===== src/sv/xfd_pkg.sv =====
`timescale 1ns / 1ps
// shared types and constants for the xor file decrypter
package xfd_pkg;

	localparam int MAX_KEY_BYTES = 8;
	localparam int HDR_LEN       = 16;
	localparam int SIG_LEN       = 8;
	localparam int CNT_W         = 5;
	localparam int IDX_W         = 4;
	localparam int KPOS_W        = 3;
	localparam int KLEN_W        = 4;
	localparam int SUM_W         = 64;
	localparam int CFG_IDX_W     = 2;
	localparam int Q_DEPTH       = 2;
	localparam int Q_AW          = 1;

	localparam logic [CFG_IDX_W-1:0] CFG_KEY_BYTES  = 2'd0;
	localparam logic [CFG_IDX_W-1:0] CFG_KEY_LENGTH = 2'd1;

	localparam logic [1:0] VS_NONE     = 2'd0;
	localparam logic [1:0] VS_MATCH    = 2'd1;
	localparam logic [1:0] VS_MISMATCH = 2'd2;

	// signature bytes, byte 0 in bits 7..0
	localparam logic [8*SIG_LEN-1:0] SIG_WORD = 64'h0052_4554_5059_5243;

	typedef enum logic [1:0] {
		PH_COLLECT,
		PH_KEYED,
		PH_PLAIN,
		PH_FLUSH
	} phase_t;

	typedef enum logic [1:0] {
		OP_DATA,
		OP_HDR,
		OP_HDR_END
	} op_t;

	typedef struct packed {
		op_t              op;
		logic [7:0]       data;
		logic             last_run;
		logic             file_end;
		logic [SUM_W-1:0] csum;
	} qent_t;

endpackage


===== src/sv/xfd_queue.sv =====
`timescale 1ns / 1ps
// small request queue between the front and back parts
module xfd_queue (
	input  logic          clk,
	input  logic          arst_n,
	input  logic          push,
	input  xfd_pkg::qent_t push_ent,
	output logic          full,
	input  logic          pop,
	output logic          valid,
	output xfd_pkg::qent_t head
);
	import xfd_pkg::*;

	qent_t            mem_q [Q_DEPTH];
	logic [Q_AW-1:0]  wr_ptr_q;
	logic [Q_AW-1:0]  rd_ptr_q;
	logic [Q_AW:0]    count_q;
	logic             do_push;
	logic             do_pop;

	assign full    = (count_q == Q_DEPTH[Q_AW:0]);
	assign valid   = (count_q != '0);
	assign head    = mem_q[rd_ptr_q];
	assign do_push = push && !full;
	assign do_pop  = pop && valid;

	always_ff @(posedge clk or negedge arst_n) begin
		if (!arst_n) begin
			wr_ptr_q <= '0;
			rd_ptr_q <= '0;
			count_q  <= '0;
		end else begin
			if (do_push) begin
				wr_ptr_q <= wr_ptr_q + 1'b1;
			end
			if (do_pop) begin
				rd_ptr_q <= rd_ptr_q + 1'b1;
			end
			if (do_push && !do_pop) begin
				count_q <= count_q + 1'b1;
			end else if (do_pop && !do_push) begin
				count_q <= count_q - 1'b1;
			end
		end
	end

	always_ff @(posedge clk) begin
		if (do_push) begin
			mem_q[wr_ptr_q] <= push_ent;
		end
	end

endmodule


===== src/sv/xfd_front.sv =====
`timescale 1ns / 1ps
// front part: header collection, header check and flush sequencing
module xfd_front (
	input  logic          clk,
	input  logic          arst_n,
	input  logic          in_valid,
	output logic          in_ready,
	input  logic [7:0]    data_byte,
	input  logic          file_end,
	input  logic          q_full,
	output logic          q_push,
	output xfd_pkg::qent_t q_ent
);
	import xfd_pkg::*;

	phase_t              state_q;
	phase_t              state_d;
	logic [7:0]          buf_q [HDR_LEN];
	logic [CNT_W-1:0]    cnt_q;
	logic [IDX_W-1:0]    fidx_q;
	logic                flush_last_q;
	logic                take;
	logic                hdr_byte;
	logic                sig_ok;
	logic [SUM_W-1:0]    csum;
	logic                hdr_ok;
	logic                flush_lr;

	always_comb begin
		sig_ok = 1'b1;
		for (int i = 0; i < SIG_LEN; i++) begin
			if (buf_q[i] != SIG_WORD[8*i +: 8]) begin
				sig_ok = 1'b0;
			end
		end
	end

	assign csum = {buf_q[8], buf_q[9], buf_q[10], buf_q[11],
		buf_q[12], buf_q[13], buf_q[14], data_byte};
	assign hdr_ok   = sig_ok && (csum != '0);
	assign hdr_byte = (cnt_q == CNT_W'(HDR_LEN - 1));
	assign flush_lr = ({1'b0, fidx_q} == (cnt_q - 1'b1));
	assign in_ready = (state_q != PH_FLUSH) && !q_full;
	assign take     = in_valid && in_ready;

	always_comb begin
		state_d        = state_q;
		q_push         = 1'b0;
		q_ent.op       = OP_DATA;
		q_ent.data     = data_byte;
		q_ent.last_run = 1'b1;
		q_ent.file_end = file_end;
		q_ent.csum     = csum;
		unique case (state_q)
			PH_COLLECT: begin
				if (take) begin
					if (hdr_byte) begin
						if (hdr_ok) begin
							q_push   = 1'b1;
							q_ent.op = file_end ? OP_HDR_END : OP_HDR;
							state_d  = file_end ? PH_COLLECT : PH_KEYED;
						end else begin
							state_d = PH_FLUSH;
						end
					end else if (file_end) begin
						state_d = PH_FLUSH;
					end
				end
			end
			PH_FLUSH: begin
				q_ent.data     = buf_q[fidx_q];
				q_ent.last_run = flush_lr;
				q_ent.file_end = flush_last_q && flush_lr;
				if (!q_full) begin
					q_push = 1'b1;
					if (flush_lr) begin
						state_d = flush_last_q ? PH_COLLECT : PH_PLAIN;
					end
				end
			end
			PH_KEYED, PH_PLAIN: begin
				if (take) begin
					q_push = 1'b1;
					if (file_end) begin
						state_d = PH_COLLECT;
					end
				end
			end
			default: begin
				state_d = PH_COLLECT;
			end
		endcase
	end

	always_ff @(posedge clk or negedge arst_n) begin
		if (!arst_n) begin
			state_q      <= PH_COLLECT;
			cnt_q        <= '0;
			fidx_q       <= '0;
			flush_last_q <= 1'b0;
		end else begin
			state_q <= state_d;
			case (state_q)
				PH_COLLECT: begin
					if (take) begin
						cnt_q        <= (state_d == PH_COLLECT && file_end) ? '0 : cnt_q + 1'b1;
						flush_last_q <= file_end;
						fidx_q       <= '0;
					end
				end
				PH_FLUSH: begin
					if (q_push) begin
						fidx_q <= fidx_q + 1'b1;
						if (flush_lr) begin
							cnt_q <= '0;
						end
					end
				end
				default: begin
					cnt_q <= '0;
				end
			endcase
		end
	end

	always_ff @(posedge clk) begin
		if (state_q == PH_COLLECT && take) begin
			buf_q[cnt_q[IDX_W-1:0]] <= data_byte;
		end
	end

endmodule


===== src/sv/xfd_back.sv =====
`timescale 1ns / 1ps
// back part: key registers, decryption, running sum and verdict
module xfd_back (
	input  logic                            clk,
	input  logic                            arst_n,
	input  logic                            cfg_valid,
	input  logic [xfd_pkg::CFG_IDX_W-1:0]   cfg_index,
	input  logic [63:0]                     cfg_data,
	input  logic                            q_valid,
	input  xfd_pkg::qent_t                  q_head,
	output logic                            q_pop,
	output logic                            out_valid,
	input  logic                            out_ready,
	output logic [7:0]                      plain_byte,
	output logic                            byte_valid,
	output logic                            last_of_run,
	output logic                            file_done,
	output logic [1:0]                      verify_status
);
	import xfd_pkg::*;

	logic [8*MAX_KEY_BYTES-1:0] key_q;
	logic [KLEN_W-1:0]          klen_q;
	logic [KPOS_W-1:0]          kpos_q;
	logic [SUM_W-1:0]           sum_q;
	logic [SUM_W-1:0]           cs_q;
	logic                       keyed_q;
	logic                       out_valid_q;
	logic [7:0]                 plain_q;
	logic                       bv_q;
	logic                       lr_q;
	logic                       fd_q;
	logic [1:0]                 vs_q;
	logic [KLEN_W-1:0]          eff_len;
	logic [KPOS_W-1:0]          pos;
	logic [KLEN_W-1:0]          pos_inc;
	logic [KPOS_W-1:0]          pos_next;
	logic [7:0]                 kbyte;
	logic [7:0]                 ptext;
	logic [SUM_W-1:0]           sum_n;

	always_comb begin
		if (klen_q == '0) begin
			eff_len = KLEN_W'(1);
		end else if (klen_q > KLEN_W'(MAX_KEY_BYTES)) begin
			eff_len = KLEN_W'(MAX_KEY_BYTES);
		end else begin
			eff_len = klen_q;
		end
	end

	assign pos      = ({1'b0, kpos_q} >= eff_len) ? '0 : kpos_q;
	assign pos_inc  = {1'b0, pos} + 1'b1;
	assign pos_next = (pos_inc >= eff_len) ? '0 : pos_inc[KPOS_W-1:0];
	assign kbyte    = key_q[{pos, 3'b000} +: 8];
	assign ptext    = q_head.data ^ kbyte;
	assign sum_n    = sum_q + {{(SUM_W-8){1'b0}}, ptext};

	assign q_pop = q_valid && (q_head.op == OP_HDR || !out_valid_q || out_ready);

	assign out_valid     = out_valid_q;
	assign plain_byte    = plain_q;
	assign byte_valid    = bv_q;
	assign last_of_run   = lr_q;
	assign file_done     = fd_q;
	assign verify_status = vs_q;

	always_ff @(posedge clk or negedge arst_n) begin
		if (!arst_n) begin
			key_q       <= '0;
			klen_q      <= KLEN_W'(1);
			kpos_q      <= '0;
			sum_q       <= '0;
			cs_q        <= '0;
			keyed_q     <= 1'b0;
			out_valid_q <= 1'b0;
		end else begin
			if (cfg_valid) begin
				if (cfg_index == CFG_KEY_BYTES) begin
					key_q <= cfg_data;
				end else if (cfg_index == CFG_KEY_LENGTH) begin
					klen_q <= cfg_data[KLEN_W-1:0];
				end
			end
			if (q_pop && q_head.op != OP_HDR) begin
				out_valid_q <= 1'b1;
			end else if (out_ready) begin
				out_valid_q <= 1'b0;
			end
			if (q_pop) begin
				unique case (q_head.op)
					OP_DATA: begin
						if (q_head.file_end) begin
							kpos_q  <= '0;
							sum_q   <= '0;
							cs_q    <= '0;
							keyed_q <= 1'b0;
						end else begin
							kpos_q <= pos_next;
							sum_q  <= sum_n;
						end
					end
					OP_HDR: begin
						cs_q    <= q_head.csum;
						keyed_q <= 1'b1;
					end
					OP_HDR_END: begin
						kpos_q  <= '0;
						sum_q   <= '0;
						cs_q    <= '0;
						keyed_q <= 1'b0;
					end
					default: begin
						keyed_q <= keyed_q;
					end
				endcase
			end
		end
	end

	always_ff @(posedge clk) begin
		if (q_pop) begin
			unique case (q_head.op)
				OP_DATA: begin
					plain_q <= ptext;
					bv_q    <= 1'b1;
					lr_q    <= q_head.last_run;
					fd_q    <= q_head.file_end;
					if (q_head.file_end && keyed_q) begin
						vs_q <= (~sum_n == cs_q) ? VS_MATCH : VS_MISMATCH;
					end else begin
						vs_q <= VS_NONE;
					end
				end
				OP_HDR_END: begin
					plain_q <= '0;
					bv_q    <= 1'b0;
					lr_q    <= 1'b1;
					fd_q    <= 1'b1;
					vs_q    <= (q_head.csum == '1) ? VS_MATCH : VS_MISMATCH;
				end
				default: begin
					plain_q <= plain_q;
				end
			endcase
		end
	end

endmodule


===== src/sv/xor_file_decrypt_with_header_check.sv =====
`timescale 1ns / 1ps
// top level of the xor file decrypter with header check
//
// channel  direction  handshake              payload
// in       sink       in_valid / in_ready    data_byte, file_end
// out      source     out_valid / out_ready  plain_byte, byte_valid, last_of_run,
//                                            file_done, verify_status
// cfg      sink       cfg_valid / cfg_ready  cfg_index, cfg_data
//
// one request per cycle in steady state, unless the output stalls and the queue fills;
// a rejected header or a short file holds the input while the flush replays the
// buffered bytes (up to 16). a result passes through the queue and the output
// register after its request is accepted.
// reset clears all control state; the header buffer needs no clearing.
// the front and back stall on their own across a two-entry queue.
module xor_file_decrypt_with_header_check (
	input  logic                            clk,
	input  logic                            arst_n,
	input  logic                            in_valid,
	output logic                            in_ready,
	input  logic [7:0]                      data_byte,
	input  logic                            file_end,
	output logic                            out_valid,
	input  logic                            out_ready,
	output logic [7:0]                      plain_byte,
	output logic                            byte_valid,
	output logic                            last_of_run,
	output logic                            file_done,
	output logic [1:0]                      verify_status,
	input  logic                            cfg_valid,
	output logic                            cfg_ready,
	input  logic [xfd_pkg::CFG_IDX_W-1:0]   cfg_index,
	input  logic [63:0]                     cfg_data
);
	import xfd_pkg::*;

	logic  q_full;
	logic  q_push;
	logic  q_pop;
	logic  q_valid;
	qent_t q_ent;
	qent_t q_head;

	assign cfg_ready = 1'b1;

	xfd_front u_front (
		.clk       (clk),
		.arst_n    (arst_n),
		.in_valid  (in_valid),
		.in_ready  (in_ready),
		.data_byte (data_byte),
		.file_end  (file_end),
		.q_full    (q_full),
		.q_push    (q_push),
		.q_ent     (q_ent)
	);

	xfd_queue u_queue (
		.clk      (clk),
		.arst_n   (arst_n),
		.push     (q_push),
		.push_ent (q_ent),
		.full     (q_full),
		.pop      (q_pop),
		.valid    (q_valid),
		.head     (q_head)
	);

	xfd_back u_back (
		.clk           (clk),
		.arst_n        (arst_n),
		.cfg_valid     (cfg_valid),
		.cfg_index     (cfg_index),
		.cfg_data      (cfg_data),
		.q_valid       (q_valid),
		.q_head        (q_head),
		.q_pop         (q_pop),
		.out_valid     (out_valid),
		.out_ready     (out_ready),
		.plain_byte    (plain_byte),
		.byte_valid    (byte_valid),
		.last_of_run   (last_of_run),
		.file_done     (file_done),
		.verify_status (verify_status)
	);

endmodule


===== config.mk =====
export PLATFORM = sky130hd
export DESIGN_NAME = xor_file_decrypt_with_header_check
export DESIGN_NICKNAME = d
export VERILOG_FILES = /design/src/sv/xfd_pkg.sv /design/src/sv/xfd_queue.sv /design/src/sv/xfd_front.sv /design/src/sv/xfd_back.sv /design/src/sv/xor_file_decrypt_with_header_check.sv
export SDC_FILE = /design/constraint.sdc
export NUM_CORES = 1
export LEC_CHECK = 0
export ABC_AREA = 1
export ABC_CLOCK_PERIOD_IN_PS = 8000
export BUFFER_PORTS_ARGS = -buffer_cell sky130_fd_sc_hd__buf_2
export CAP_MARGIN = 20
export CELL_PAD_IN_SITES_DETAIL_PLACEMENT = 1
export CELL_PAD_IN_SITES_GLOBAL_PLACEMENT = 1
export CORE_ASPECT_RATIO = 1.4
export CORE_MARGIN = 4
export CORE_UTILIZATION = 52
export CTS_CLUSTER_DIAMETER = 60
export DETAILED_ROUTE_END_ITERATION = 7
export PLACE_DENSITY = 0.83
export SLEW_MARGIN = 20
export SYNTH_ARGS = -nofsm -noshare
export SYNTH_HDL_FRONTEND = slang
export SYNTH_HIERARCHICAL = 1
export SYNTH_SLANG_ARGS = --single-unit

===== constraint.sdc =====
create_clock -name clk -period 8 [get_ports clk]
set_input_delay 0.8 -clock clk [delete_from_list [all_inputs] [get_ports clk]]
set_output_delay 0.8 -clock clk [all_outputs]
set_load 0.02 [all_outputs]

=== Word-level counts from Yosys, hierarchy flattened ===
Memories as Yosys holds them, arrays and structs flattened.
Index checks and enable logic that the tools add are counted.

* Multiplexer cells: 67
* Equal/unequal tests: 24
* Multipliers: 0
* Div/mod/pow operators: 0
* Reduce and logical (&&, ||, !) cells: 40
* Shift-type cells: 1
* Magnitude comparators: 3
* Bitwise operators: 3
* Add/subtract/negate cells: 9

{| class="wikitable"
|+ Operators by type and width
! operator !! count
|-
| 64-bit case mux with 3 select lines || 1
|-
| 64-bit 2-to-1 mux || 2
|-
| 64-bit case mux with 2 select lines || 1
|-
| 64-bit by 8-bit adder with 64-bit output || 1
|-
| 64-bit == test || 1
|-
| 64-bit == test (second input constant) || 1
|-
| 64-bit NOT || 1
|-
| 64-bit nonzero test || 1
|-
| 64-bit by 7-bit indexed part select with 8-bit output || 1
|-
| 8-bit by 7-bit != test with 1-bit output (second input constant) || 7
|-
| 2-bit 2-to-1 mux || 19
|-
| 1-bit 2-to-1 mux || 21
|-
| 5-bit 2-to-1 mux || 4
|-
| 4-bit 2-to-1 mux || 4
|-
| 8-bit case mux with 2 select lines || 1
|-
| 1-bit logical AND || 13
|-
| 3-bit AND reduction || 4
|-
| 10-bit 2-to-1 mux || 1
|-
| 2-bit by 1-bit != test with 1-bit output (second input constant) || 5
|-
| 5-bit case mux with 2 select lines || 1
|-
| 2-bit nonzero test || 5
|-
| 3-bit 2-to-1 mux || 3
|-
| 2-bit == test (second input constant) || 4
|-
| 2-bit logical NOT || 4
|-
| 29 further kinds || 41
|}

* Memories: 2
* RAM bits: 280
* Output and inout port bits: 16
* Flip-flop bits (word level): 230
* Bits in read-only memories: 0
* Latch bits: 0

{| class="wikitable"
|+ Memories
! memory !! words !! width !! read ports !! clocked after Yosys merged registers in !! wr ports !! line !! RTL
|-
| u_queue.mem_q || 2 || 76 || 1 || 0 || 1 || xfd_queue.sv:15 || <nowiki>qent_t mem_q [Q_DEPTH];</nowiki>
|-
| u_front.buf_q || 16 || 8 || 16 || 0 || 1 || xfd_front.sv:18 || <nowiki>logic [7:0] buf_q [HDR_LEN];</nowiki>
|}

=== Logic depth before layout (Yosys ltp) ===
Gate-level depths: netlist of run 1.
An unclocked memory read counts as a cell.

* Depth after elaboration: 20
* Gate-level depth with buffers: 38
* Gate-level depth less buffers: 37

=== By module ===
Netlist of run 1, hierarchy kept.

{| class="wikitable"
|+ Modules (own cells, without submodules)
! module !! cells an instance !! instances !! sequential area each (sq um) !! area each (sq um)
|-
| xfd_back || 1853 || 1 || 5421.4 || 13477.9
|-
| xfd_front || 698 || 1 || 4144.0 || 6812.8
|-
| xfd_queue || 429 || 1 || 4664.5 || 5771.8
|-
| xor_file_decrypt_with_header_check || 2 || 1 || 0.0 || 11.3
|}

=== Least setup slack after synthesis of run 1 ===
Ideal clock, no wire load.

* Kind: reg-to-reg
* Start point: register u_front.cnt_q[0]
* End point: memory u_queue/mem_q[1][0] in the netlist's numbering (enable)
* Data required time: 7.489 ns
* Library setup time: 0.511 ns
* Cell stages (with the launch flop): 13
* Setup slack: 2.561 ns
* Data arrival time: 4.928 ns
* Path through: dfrtp_1 > ha_1 > nand2_1 > nor2_1 > ha_1 > nand2_1 > nor3b_1 > nand3_1 > nor2_1 > nand3_1 > nand2_1 > o21ai_0 > nor2_1

* Cells in the longest elaborated chain, start to end: 7

{| class="wikitable"
|+ Ends and longest elaborated chain
! what !! line !! RTL
|-
| start: declaration || xfd_front.sv:19 || <nowiki>logic [CNT_W-1:0] cnt_q;</nowiki>
|-
| start signal: assignment || xfd_front.sv:106 || <nowiki>cnt_q <= (state_d == PH_COLLECT && file_end) ? '0 : cnt_q + 1'b1;</nowiki>
|-
| 5-bit by 4-bit == test with 1-bit output || xfd_front.sv:41 || <nowiki>assign hdr_byte = (cnt_q == CNT_W'(HDR_LEN - 1));</nowiki>
|-
| 1-bit 2-to-1 mux || xfd_front.sv:57 || <nowiki>if (hdr_byte) begin</nowiki>
|-
| 1-bit 2-to-1 mux || xfd_front.sv:56 || <nowiki>if (take) begin</nowiki>
|-
| 1-bit case mux with 3 select lines || xfd_front.sv:54 || <nowiki>unique case (state_q)</nowiki>
|-
| net q_push || xor_file_decrypt_with_header_check.sv:38 || <nowiki>logic q_push;</nowiki>
|-
| 1-bit logical AND || xfd_queue.sv:25 || <nowiki>assign do_push = push && !full;</nowiki>
|-
| 1-bit 2-to-1 mux || xfd_queue.sv:49 || <nowiki>if (do_push) begin</nowiki>
|-
| 1-bit 2-to-1 mux (not written as such) || xfd_queue.sv:50 || <nowiki>mem_q[wr_ptr_q] <= push_ent;</nowiki>
|-
| end: declaration || xfd_queue.sv:15 ||
|}

The timed path passes the listed nets, and every way through them passes these cells.

=== Worst setup path in the final report of run 1 ===
* Start point: register u_back.klen_q[3]
* End point: register u_back.vs_q[1] (netlist: u_back/verify_status[1]), data pin

* Cells in the longest elaborated chain, start to end: 13

{| class="wikitable"
|+ Ends and longest elaborated chain
! what !! line !! RTL
|-
| start: declaration || xfd_back.sv:23 || <nowiki>logic [KLEN_W-1:0] klen_q;</nowiki>
|-
| start signal: assignment || xfd_back.sv:82 || <nowiki>klen_q <= cfg_data[KLEN_W-1:0];</nowiki>
|-
| 4-bit greater-than comparator || xfd_back.sv:45 || <nowiki>end else if (klen_q > KLEN_W'(MAX_KEY_BYTES)) begin</nowiki>
|-
| 4-bit 2-to-1 mux || xfd_back.sv:45 ||
|-
| 4-bit 2-to-1 mux (*) || xfd_back.sv:43 || <nowiki>if (klen_q == '0) begin</nowiki>
|-
| 3-bit by 4-bit >= comparator with 1-bit output (*) || xfd_back.sv:52 || <nowiki>assign pos = ({1'b0, kpos_q} >= eff_len) ? '0 : kpos_q;</nowiki>
|-
| 3-bit 2-to-1 mux (*) || xfd_back.sv:52 ||
|-
| 64-bit by 7-bit indexed part select with 8-bit output (*) || xfd_back.sv:55 || <nowiki>assign kbyte = key_q[{pos, 3'b000} +: 8];</nowiki>
|-
| 8-bit XOR (*) || xfd_back.sv:56 || <nowiki>assign ptext = q_head.data ^ kbyte;</nowiki>
|-
| net u_back.ptext[0] || xfd_back.sv:39 || <nowiki>logic [7:0] ptext;</nowiki>
|-
| 64-bit by 8-bit adder with 64-bit output (*) || xfd_back.sv:57 || <nowiki>assign sum_n = sum_q + {{(SUM_W-8){1'b0}}, ptext};</nowiki>
|-
| 64-bit NOT (*) || xfd_back.sv:130 || <nowiki>vs_q <= (~sum_n == cs_q) ? VS_MATCH : VS_MISMATCH;</nowiki>
|-
| 64-bit == test (*) || xfd_back.sv:130 ||
|-
| 2-bit 2-to-1 mux (*) || xfd_back.sv:130 ||
|-
| 2-bit 2-to-1 mux (*) || xfd_back.sv:129 || <nowiki>if (q_head.file_end && keyed_q) begin</nowiki>
|-
| 2-bit case mux with 2 select lines (*) || xfd_back.sv:123 || <nowiki>unique case (q_head.op)</nowiki>
|-
| end signal: assignment || xfd_back.sv:130 ||
|-
| end signal: assignment || xfd_back.sv:140 || <nowiki>vs_q <= (q_head.csum == '1) ? VS_MATCH : VS_MISMATCH;</nowiki>
|-
| end: declaration || xfd_back.sv:33 || <nowiki>logic [1:0] vs_q;</nowiki>
|}

Mark *: on every way through the listed nets, which the timed path passes. The rest lies on a longest branch.
A chain may end at the register's enable or synchronous reset.

==> results of run 1 <==
[worst paths after layout]
kind	to	cells after the start	slack, ns	startpoint
worst max register to register	u_back/verify_status[1]	33	1.60	u_back/klen_q[3]
min in group clk	u_back/out_valid	2	0.40	out_ready
worst max-delay path	u_back/verify_status[1]	33	1.60	u_back/klen_q[3]
max in group asynchronous	u_back/key_q[17]	2	6.41	arst_n
worst min-delay path	u_back/sum_q[17]	1	0.24	arst_n
worst min register to register	u_back/key_q[3]	2	0.51	u_back/key_q[3]
[area by class of cell]
type	instances	area [um^2]	share of cell area
Tap cell	637	797.0	0.02768
Clock buffer	77	1546	0.05370
Multi-Input combinational cell	2030	10070	0.3495
Timing Repair Buffer	111	611.8	0.02125
Sequential cell	510	14230	0.4942
Clock inverter	22	271.5	0.009428
Inverter	338	1274	0.04423
[state kept, by name (all words and copies together) (netlist names), 3 cells and up]
name,cells
u_front/fidx_q,4
u_back/kpos_q,3
u_front/buf_q,128
u_back/plain_byte,8
u_back/key_q,64
u_queue/mem_q,152
u_front/cnt_q,5
u_back/klen_q,4
u_back/cs_q,64
u_back/sum_q,64
[report_power, final]
group	internal, W	total (W)	switching [W]
sequential	0.00322	0.00347	0.000255
combinational	0.000892	0.00338	0.00249
clock	0.00151	0.00259	0.00107
[logic make-up after synthesis]
logic type	after synthesis	synth area share
other cells	1	0.0001438
mux	58	0.02505
buf+inv	442	0.06901
fa+ha+maj	31	0.01516
xor+xnor	25	0.01156
compound gates	335	0.07328
simple gates	1580	0.2600
flops	510	0.5458
[Yosys cell counts, types with 7 or more instances]
| library cell | n | area (um^2) |
|---|---|---|
| nand2_1 | 851 | 3194 |
| inv_1 | 309 | 1160 |
| nor2_1 | 309 | 1160 |
| edfxtp_1 | 293 | 8798 |
| nand3_1 | 264 | 1321 |
| dfrtp_1 | 216 | 5405 |
| o21ai_0 | 161 | 805.8 |
| o22ai_1 | 93 | 581.8 |
| mux2_2 | 58 | 653.1 |
| clkbuf_1 | 48 | 180.2 |
| nand4_1 | 45 | 281.5 |
| a21oi_1 | 33 | 165.2 |
| ha_1 | 30 | 375.4 |
| inv_2 | 26 | 97.59 |
| nand2_2 | 25 | 156.4 |
| buf_2 | 24 | 120.1 |
| nor2_2 | 22 | 137.6 |
| buf_1 | 12 | 45.04 |
| buf_4 | 12 | 90.09 |
| nor2_4 | 12 | 135.1 |
| nor3_1 | 12 | 60.06 |
| o221ai_1 | 12 | 105.1 |
| nor4_1 | 10 | 62.56 |
| xnor2_1 | 10 | 87.58 |
| a31oi_1 | 9 | 56.30 |
| nand3_2 | 9 | 90.09 |
| xor2_1 | 9 | 78.83 |
| buf_6 | 8 | 90.09 |
| o211ai_1 | 8 | 60.06 |
| o21ai_1 | 7 | 35.03 |
[layer usage]
| layer | vias up | routed length [um] | GRT usage |
|---|---|---|---|
| li1 | 10030 | - | - |
| met1 | 11060 | 32600 | 0.3649 |
| met2 | 724 | 48930 | 0.6290 |
| met3 | 286 | 3966 | 0.04464 |
| met4 | 0 | 7354 | 0.2196 |
| met5 | - | 0 | 0 |
[through the flow]
stage,setup slack [ns],cells,power [W]
2_1_floorplan,2.561,2982,0.005641
3_3_place_gp,1.997,3626,0.006621
3_5_place_dp,1.710,3626,0.006786
4_1_cts,1.653,3725,0.009442
5_1_grt,1.003,3725,0.009911
6_report,1.601,3725,0.009442
[placed cells by master (no fill, tap or decap), drive strengths merged, types with 2 or more instances in the layout]
cell type and instances:
nand2 878, clkinv 12, o21bai 5, nor2 344, edfxtp 293, ha 30
nor3 12, dfrtp 216, and3 2, xnor2 10, o31ai 2, nand3 273
xnor3 6, nand4 46, and2 2, a21oi 34, inv 342, clkbuf 77
or2 5, o211ai 8, o221ai 12, nand3b 6, o21ai 168, xor2 9
mux2 58, nor4 10, a31oi 9, o22ai 93, bufinv 5, buf 111
[worst max-delay path, delay by kind of cell (launching register included)]
kind            cells  cell delay, ns
xor+xnor            1            0.18
buf+inv             4            0.76
fa+ha+maj           3            1.02
compound gates      3            0.53
flops               1            0.41
simple gates       22            3.24
==> results.py, run 1 <==
metrics = {
    "worst_hold_path": {
        "hold_path.class": "in -> async",
    },
    "setup_path": {
        "cpMostUsedCell": "nand2_1",
        "end_kind": "register",
        "cp.arrival_ns": 6.76,
        "cp.required_ns": 8.36,
        "critPathKind": "reg -> reg",
        "startpoint_type": "register",
        "max_stage_delay_ns": 0.56,
        "crit_slowest_cell": "nand3_2",
        "path_max_fanout": 37,
    },
    "drt": {
        "drc": 0,
        "dr.first_iter.drc_count": 1443,
        "drt_first_pass_iters": 5,
        "vias_per_cell": 5.934,
        "via_count": 22100,
        "routed_wl_mm": 92.85,
        "final_antenna_net_count": 0,
        "wl_per_cell_um": 24.93,
    },
    "placement": {
        "gp_congestion": 0.9758,
        "dpl-instance-area_um2": 26980,
        "port_buffers": 94,
        "dp_hpwl_mm": 67.18,
    },
    "clocking": {
        "cts_tree": "built",
        "cts_root_buf": "clkbuf_16",
        "ctsHtreeMaxLevel": 2,
        "clk-insertion-delay-late_ns": 0.61,
        "clk_path_buf_depth": 3,
        "clock_sinks": 510,
        "post_cts_resized": 0,
        "ctsHoldBuffers": 0,
        "clk_pin_slew_worst_paths_ns": 0.06,
        "post-cts-setup-buffers": 0,
        "numCtsBuffers": 53,
    },
    "synth": {
        "synth_cell_types": 54,
        "netlist_area_um2": 26070,
        "async_reset_ff_frac": 0.4255,
        "yosysWarnings": 6,
        "syn_nets": 3093,
        "syn_avg_cell_area_um2": 8.744,
        "synth_edf_count": 293,
        "ys_seq_elements": 510,
        "synth_cells": 2982,
        "ys_seq_area_frac": 0.5458,
        "synth-main-ff-cell": "edfxtp_1",
    },
    "global_routing": {
        "grt_pass1_wl_mm": 140.0,
        "grt_max_degree": 108,
        "grt_pass1_vias": 23880,
        "antenna_found_initial": 0,
        "grt-ovfl-total": 0,
        "track_usage": 0.3422,
    },
    "timing": {
        "final-max-slew-violation-count": 0,
        "timing.hold.ws_ns": 0.2443,
        "period_needed_ns": 6.399,
        "hold_viol_final": 0,
        "fin_crit_sh": 0.7999,
        "rsz0062_at_grt": "false",
        "tightestPinTransition_ns": 1.060,
        "relSlewSlack": 0.2934,
        "fmax_mhz": 156.3,
        "setup_viol": 0,
        "setup_tns_ns": 0,
        "clock-skew-final_ns": 0.02092,
    },
    "cells_and_area": {
        "area_delta_synth_final_pct": 10.45,
        "n_antenna_cell": 0,
        "drive_above_1_share": 0.1192,
        "post-route-cell-area_um2": 28800,
        "finish.utilization": 0.5833,
        "fillCellCount": 5792,
        "nets": 3155,
    },
    "floorplan": {
        "ios": 96,
        "die_h_um": 273.0,
        "coreArea_um2": 49370,
        "row_count": 96,
        "die_area_um2": 53840,
        "dieWidth_um": 197.3,
        "start_util": 0.5282,
    },
    "flow_run": {
        "maxCapViolations": 0,
    },
    "outcome": {
        "status": "finished, final reports clean",
    },
    "power_and_ir_drop": {
        "ir_drop_uv": 210.2,
        "p_leak_nw": 12.15,
        "pwr_density_cell_nw_per_um2": 327.9,
    },
}
Note: power is estimated with default switching activity, not from simulation.
==> inputs of run 2 (changes only) <==
--- a/config.mk
+++ b/config.mk
@@ -6,17 +6,17 @@
 export NUM_CORES = 1
 export LEC_CHECK = 0
 export ABC_AREA = 1
-export ABC_CLOCK_PERIOD_IN_PS = 8000
+export ABC_CLOCK_PERIOD_IN_PS = 6200
 export BUFFER_PORTS_ARGS = -buffer_cell sky130_fd_sc_hd__buf_2
 export CAP_MARGIN = 20
 export CELL_PAD_IN_SITES_DETAIL_PLACEMENT = 1
 export CELL_PAD_IN_SITES_GLOBAL_PLACEMENT = 1
 export CORE_ASPECT_RATIO = 1.4
 export CORE_MARGIN = 4
-export CORE_UTILIZATION = 52
+export CORE_UTILIZATION = 48
 export CTS_CLUSTER_DIAMETER = 60
 export DETAILED_ROUTE_END_ITERATION = 7
-export PLACE_DENSITY = 0.83
+export PLACE_DENSITY = 0.77
 export SLEW_MARGIN = 20
 export SYNTH_ARGS = -nofsm -noshare
 export SYNTH_HDL_FRONTEND = slang
==> constraint.sdc (replaced) <==
create_clock -name clk -period 6.2 [get_ports clk]
set_input_delay 0.62 -clock clk [delete_from_list [all_inputs] [get_ports clk]]
set_output_delay 0.62 -clock clk [all_outputs]
set_load 0.02 [all_outputs]
==> run 2 against run 1 <==
  * First-iteration DRC count is 3.4% lower
  * Largest power group unchanged
  * Via count is 1.2% lower
  * Routed wire length increased by 1.3%
  * Final cell count rose by 2.2%
  * Critical path type unchanged
  * Combinational power up 30%
  * Final area grew 0.90%
  * Setup slack got worse by 1.2 ns
==> results.py, run 2 (synthesis results as in run 1) <==
metrics = {
    "outcome": {
        "status": "finished, final reports clean",
    },
    "clocking": {
        "post-cts-setup-buffers": 0,
        "clock_sinks": 510,
        "numCtsBuffers": 53,
        "cts_tree": "built",
        "ctsHtreeMaxLevel": 2,
        "clk_path_buf_depth": 3,
        "post_cts_resized": 0,
        "clk-insertion-delay-late_ns": 0.63,
        "cts_root_buf": "clkbuf_16",
        "ctsHoldBuffers": 0,
        "clk_pin_slew_worst_paths_ns": 0.07,
    },
    "global_routing": {
        "grt-ovfl-total": 0,
        "grt_pass1_vias": 23830,
        "track_usage": 0.3213,
        "grt_max_degree": 119,
        "antenna_found_initial": 3,
        "grt_pass1_wl_mm": 141.3,
    },
    "placement": {
        "port_buffers": 94,
        "gp_congestion": 0.9691,
        "dp_hpwl_mm": 70.01,
    },
    "timing": {
        "final-max-slew-violation-count": 0,
        "hold_viol_final": 0,
        "setup_viol": 0,
        "clock-skew-final_ns": 0.02233,
        "fin_crit_sh": 0.9395,
        "fmax_mhz": 171.7,
        "timing.hold.ws_ns": 0.06263,
        "period_needed_ns": 5.825,
        "setup_tns_ns": 0,
        "tightestPinTransition_ns": 1.066,
        "rsz0062_at_grt": "false",
        "relSlewSlack": 0.2896,
    },
    "setup_path": {
        "r2r-start": "u_back/klen_q[3]",
        "end_kind": "register",
        "crit_slowest_cell": "fa_1",
        "startpoint_type": "register",
        "cpMostUsedCell": "nand2_1",
        "cp.arrival_ns": 6.21,
        "startpoint": "u_back/klen_q[3]",
        "max_stage_delay_ns": 0.47,
        "cp.required_ns": 6.59,
        "path_max_fanout": 14,
        "critPathKind": "reg -> reg",
    },
    "cells_and_area": {
        "multiInputGateArea_um2": 10070,
        "drive_above_1_share": 0.1238,
        "seqCellArea_um2": 14230,
        "final_cell_mix": "848 x nand2_1, 308 x nor2_1, 307 x inv_1",
        "top_register": "u_queue/mem_q",
        "final_common_cell": "nand2_1",
        "area_delta_synth_final_pct": 11.44,
        "largest_register_ffs": 152,
        "nets": 3160,
        "n_antenna_cell": 0,
        "fillCellCount": 6285,
    },
    "floorplan": {
        "die_h_um": 283.8,
        "start_util": 0.4880,
        "dieWidth_um": 205.0,
        "die_area_um2": 58170,
        "coreArea_um2": 53430,
        "row_count": 100,
        "ios": 96,
    },
    "drt": {
        "wl_per_cell_um": 24.69,
        "routed_wl_mm": 94.02,
        "vias_per_cell": 5.737,
        "final_antenna_net_count": 0,
        "via_count": 21850,
        "drt_first_pass_iters": 5,
        "dr.first_iter.drc_count": 1394,
        "drc": 0,
    },
    "power_and_ir_drop": {
        "sw_frac_of_total": 0.4040,
        "p_leak_nw": 12.20,
        "pwr-share-comb": 0.354,
        "p_switching_w": 0.004992,
        "p_int_w": 0.007365,
        "ir_drop_uv": 280.5,
        "clockPowerShare": 0.283,
        "pwr_density_cell_nw_per_um2": 425.3,
        "sequentialPowerShare": 0.363,
    },
    "flow_run": {
        "maxCapViolations": 0,
    },
    "worst_hold_path": {
        "hold_path.class": "in -> async",
    },
}
-- run 2: changes by cell type in the layout (fill, tap and decap cells not counted), sizes merged --
cell / change
inv: +2
bufinv: +4
buf: +5
clkinvlp: +6
clkinv: +5
clkbuf: -16
-- run 2: power groups by stage --
stage,Sequential [W],Clock (W),Combinational (W)
2_1_floorplan,0.00446,0,0.00282
3_3_place_gp,0.00451,0,0.00417
3_5_place_dp,0.00454,0,0.00432
4_1_cts,0.00448,0.00356,0.00437
5_1_grt,0.00453,0.00371,0.00478
6_report,0.00449,0.00350,0.00438
-- run 2: layer usage --
metal  vias to the layer above  GRT usage  share of wire  routed length [um]
met5                         -          0        0.00015                  14
met4                         2     0.2177          0.084                7907
met3                       277    0.04104          0.040                3783
met2                       651     0.5927           0.53               49720
met1                     10890     0.3353           0.35               32600
li1                      10030          -              -                   -
-- run 2: critical path: cells and delay by family (launching register included) --
family	cells	cell delay, ns
simple gates	21	2.87
fa+ha+maj	3	1.00
buf+inv	4	0.53
compound gates	3	0.41
flops	1	0.41
xor+xnor	1	0.37
-- run 2: metrics by stage --
step                instances  worst slack (ns)  total power [W]  area [um^2]    util
finish                   3808            0.3753          0.01236        29060  0.5439
global route             3808            0.1021          0.01302        29060  0.5439
CTS                      3808            0.4793          0.01241        29050  0.5438
detailed placement       3708            0.5502         0.008861        27140  0.5079
global placement         3708            0.6882         0.008681        27140  0.5079
floorplan                2982            0.7608         0.007279        26070       -
-- run 2: layout make-up --
class | instances | share of cell area
multi-input cells | 2030 | 0.3466
clock inverters | 39 | 0.01714
flip-flops and latches | 510 | 0.4898
well taps | 714 | 0.03075
inverters | 338 | 0.04384
repair buffers | 116 | 0.02308
clock buffers | 61 | 0.04879
-- run 2: worst paths after layout --
| kind | endpoint | slack, ns | depth (start not counted) |
|---|---|---|---|
| setup / recovery | u_back/verify_status[1] | 0.38 | 32 |
| hold / removal | u_back/cs_q[17] | 0.06 | 1 |
| setup reg to reg | u_back/verify_status[1] | 0.38 | 32 |
| hold reg to reg | u_queue/wr_ptr_q | 0.49 | 2 |
| max in group asynchronous | u_queue/rd_ptr_q | 4.91 | 2 |
| min in group clk | u_back/out_valid | 0.19 | 2 |
==> inputs of run 3 (changes only) <==
--- a/config.mk
+++ b/config.mk
@@ -7,7 +7,7 @@
 export LEC_CHECK = 0
 export ABC_AREA = 1
 export ABC_CLOCK_PERIOD_IN_PS = 6200
-export BUFFER_PORTS_ARGS = -buffer_cell sky130_fd_sc_hd__buf_2
+export BUFFER_PORTS_ARGS = -buffer_cell sky130_fd_sc_hd__buf_4
 export CAP_MARGIN = 20
 export CELL_PAD_IN_SITES_DETAIL_PLACEMENT = 1
 export CELL_PAD_IN_SITES_GLOBAL_PLACEMENT = 1
==> run 3 against run 2 <==
  * Via count fell by 0.27%
  * Fmax rose by 2.9%
  * Largest power group unchanged
  * Routed wire length fell by 0.68%
  * Clock power barely moved
  * Global-route usage rose by 0.079 points
  * First-iteration DRC count fell by 6.4%
==> results.py, run 3 (synthesis results as in run 1) <==
metrics = {
    "setup_path": {
        "worstSetupEndpoint": "u_back/verify_status[1]",
        "crit_family": "simple AND/OR/NAND/NOR gates",
        "startpoint": "u_back/klen_q[3]",
        "critPathKind": "reg -> reg",
        "end_kind": "register",
        "crit_slowest_cell": "fa_1",
        "crit_buf_inv": 4,
        "cp.required_ns": 6.59,
        "max_stage_delay_ns": 0.47,
        "r2r_setup_slack_ns": 0.54,
        "reg2regPathDepth": 34,
        "startpoint_type": "register",
        "regToRegEndpoint": "u_back/verify_status[1]",
        "path_max_fanout": 16,
        "crit_cells": 34,
        "r2r-start": "u_back/klen_q[3]",
        "cpMostUsedCell": "nand2_1",
        "cp.arrival_ns": 6.04,
    },
    "placement": {
        "dpl_worst_slack_ns": 0.5724,
        "gp_congestion": 0.9380,
        "dp_hpwl_mm": 69.93,
        "port_buffers": 94,
        "dp.cells": 3711,
    },
    "cells_and_area": {
        "nets": 3165,
        "drive_above_1_share": 0.1235,
        "top_register": "u_queue/mem_q",
        "final_cell_mix": "848 x nand2_1, 308 x nor2_1, 307 x inv_1",
        "final_common_cell": "nand2_1",
        "area_delta_synth_final_pct": 12.49,
        "final_cell_count_no_fill": 3815,
        "n_antenna_cell": 0,
        "largest_register_ffs": 152,
    },
    "global_routing": {
        "grt_pass1_vias": 23400,
        "grt_max_degree": 111,
        "antenna_found_initial": 0,
        "track_usage": 0.3221,
        "grt_pass1_wl_mm": 141.8,
        "grt-ovfl-total": 0,
    },
    "clocking": {
        "cts_root_buf": "clkbuf_16",
        "cts_tree": "built",
        "clk-insertion-delay-late_ns": 0.63,
        "clk_path_buf_depth": 3,
        "clk_pin_slew_worst_paths_ns": 0.07,
        "ctsHoldBuffers": 0,
        "ctsHtreeMaxLevel": 2,
        "numCtsBuffers": 55,
        "clock_sinks": 510,
    },
    "drt": {
        "final_antenna_net_count": 0,
        "vias_per_cell": 5.711,
        "drc": 0,
        "via_count": 21790,
        "wl_per_cell_um": 24.48,
        "dr.first_iter.drc_count": 1305,
        "routed_wl_mm": 93.39,
        "drt_first_pass_iters": 5,
    },
    "timing": {
        "setup_viol": 0,
        "period_needed_ns": 5.659,
        "tightestPinTransition_ns": 0.9928,
        "fmax_mhz": 176.7,
        "fin_crit_sh": 0.9127,
        "timing.hold.ws_ns": 0.05704,
        "clock-skew-final_ns": 0.02530,
        "final-max-slew-violation-count": 0,
        "setup_tns_ns": 0,
        "rsz0062_at_grt": "false",
        "setup_slack_ns": 0.5411,
        "relSlewSlack": 0.3381,
        "hold_viol_final": 0,
    },
    "power_and_ir_drop": {
        "ir_drop_uv": 292.6,
        "pwr_density_cell_nw_per_um2": 421.7,
        "p_leak_nw": 12.31,
    },
    "worst_hold_path": {
        "hold_path.class": "in -> async",
    },
    "outcome": {
        "status": "finished, final reports clean",
    },
    "floorplan": {
        "ios": 96,
        "row_count": 100,
        "die_h_um": 283.8,
        "die_area_um2": 58170,
        "dieWidth_um": 205.0,
        "coreArea_um2": 53430,
        "start_util": 0.4880,
    },
    "flow_run": {
        "maxCapViolations": 0,
    },
}
-- run 3: how the worst min path moves through the flow --
stage | depth (start not counted) | slack [ns] | to | from
2_1_floorplan | 0 | 0.32 | u_back/cs_q[0] | arst_n
3_3_place_gp | 2 | 0.45 | u_queue/count_q[1] | u_queue/count_q[1]
3_5_place_dp | 2 | 0.48 | u_queue/count_q[1] | u_queue/count_q[1]
4_1_cts | 1 | 0.07 | u_back/sum_q[15] | arst_n
5_1_grt | 1 | 0.10 | u_back/cs_q[17] | arst_n
6_report | 1 | 0.06 | u_back/sum_q[18] | arst_n
-- run 3: final cells by class --
type,count,area (um^2)
clock buffers,72,1554
clock inverters,32,367.9
fillers,6267,24100
inverters,338,1274
multi-input cells,2030,10070
flip-flops and latches,510,14230
well taps,714,893.4
repair buffers,119,938.4
-- run 3: per-stage QoR --
step                      total power, W  instance area [um^2]  utilization
after floorplan                 0.007279                 26070            -
after global placement          0.008712                 27390       0.5126
after detailed placement        0.008897                 27410       0.5130
after CTS                        0.01242                 29330       0.5489
after global routing             0.01307                 29330       0.5490
final                            0.01237                 29330       0.5490
-- run 3: power breakdown --
part	switching (W)	leakage [nW]	internal (W)	total, W
Sequential	0.000299	5.48	0.00415	0.00445
Combinational	0.00320	5.90	0.00123	0.00444
Clock	0.00148	0.924	0.00200	0.00348
Total	0.00498	12.3	0.00738	0.0124
-- run 3: what timing repair did --
action,4_1_cts,5_1_grt
buffers inserted,0,0
gates resized for setup,0,1
endpoints found under the hold margin,0,0
endpoints found under the setup margin,0,1
-- run 3: routing by layer --
metal  wire (um)  GRT usage  up-vias
li1            -          -    10030
met5           0          0        -
met4        8108     0.2218        0
met2       49260     0.5880      628
met1       32780     0.3433    10860
met3        3243    0.03635      272
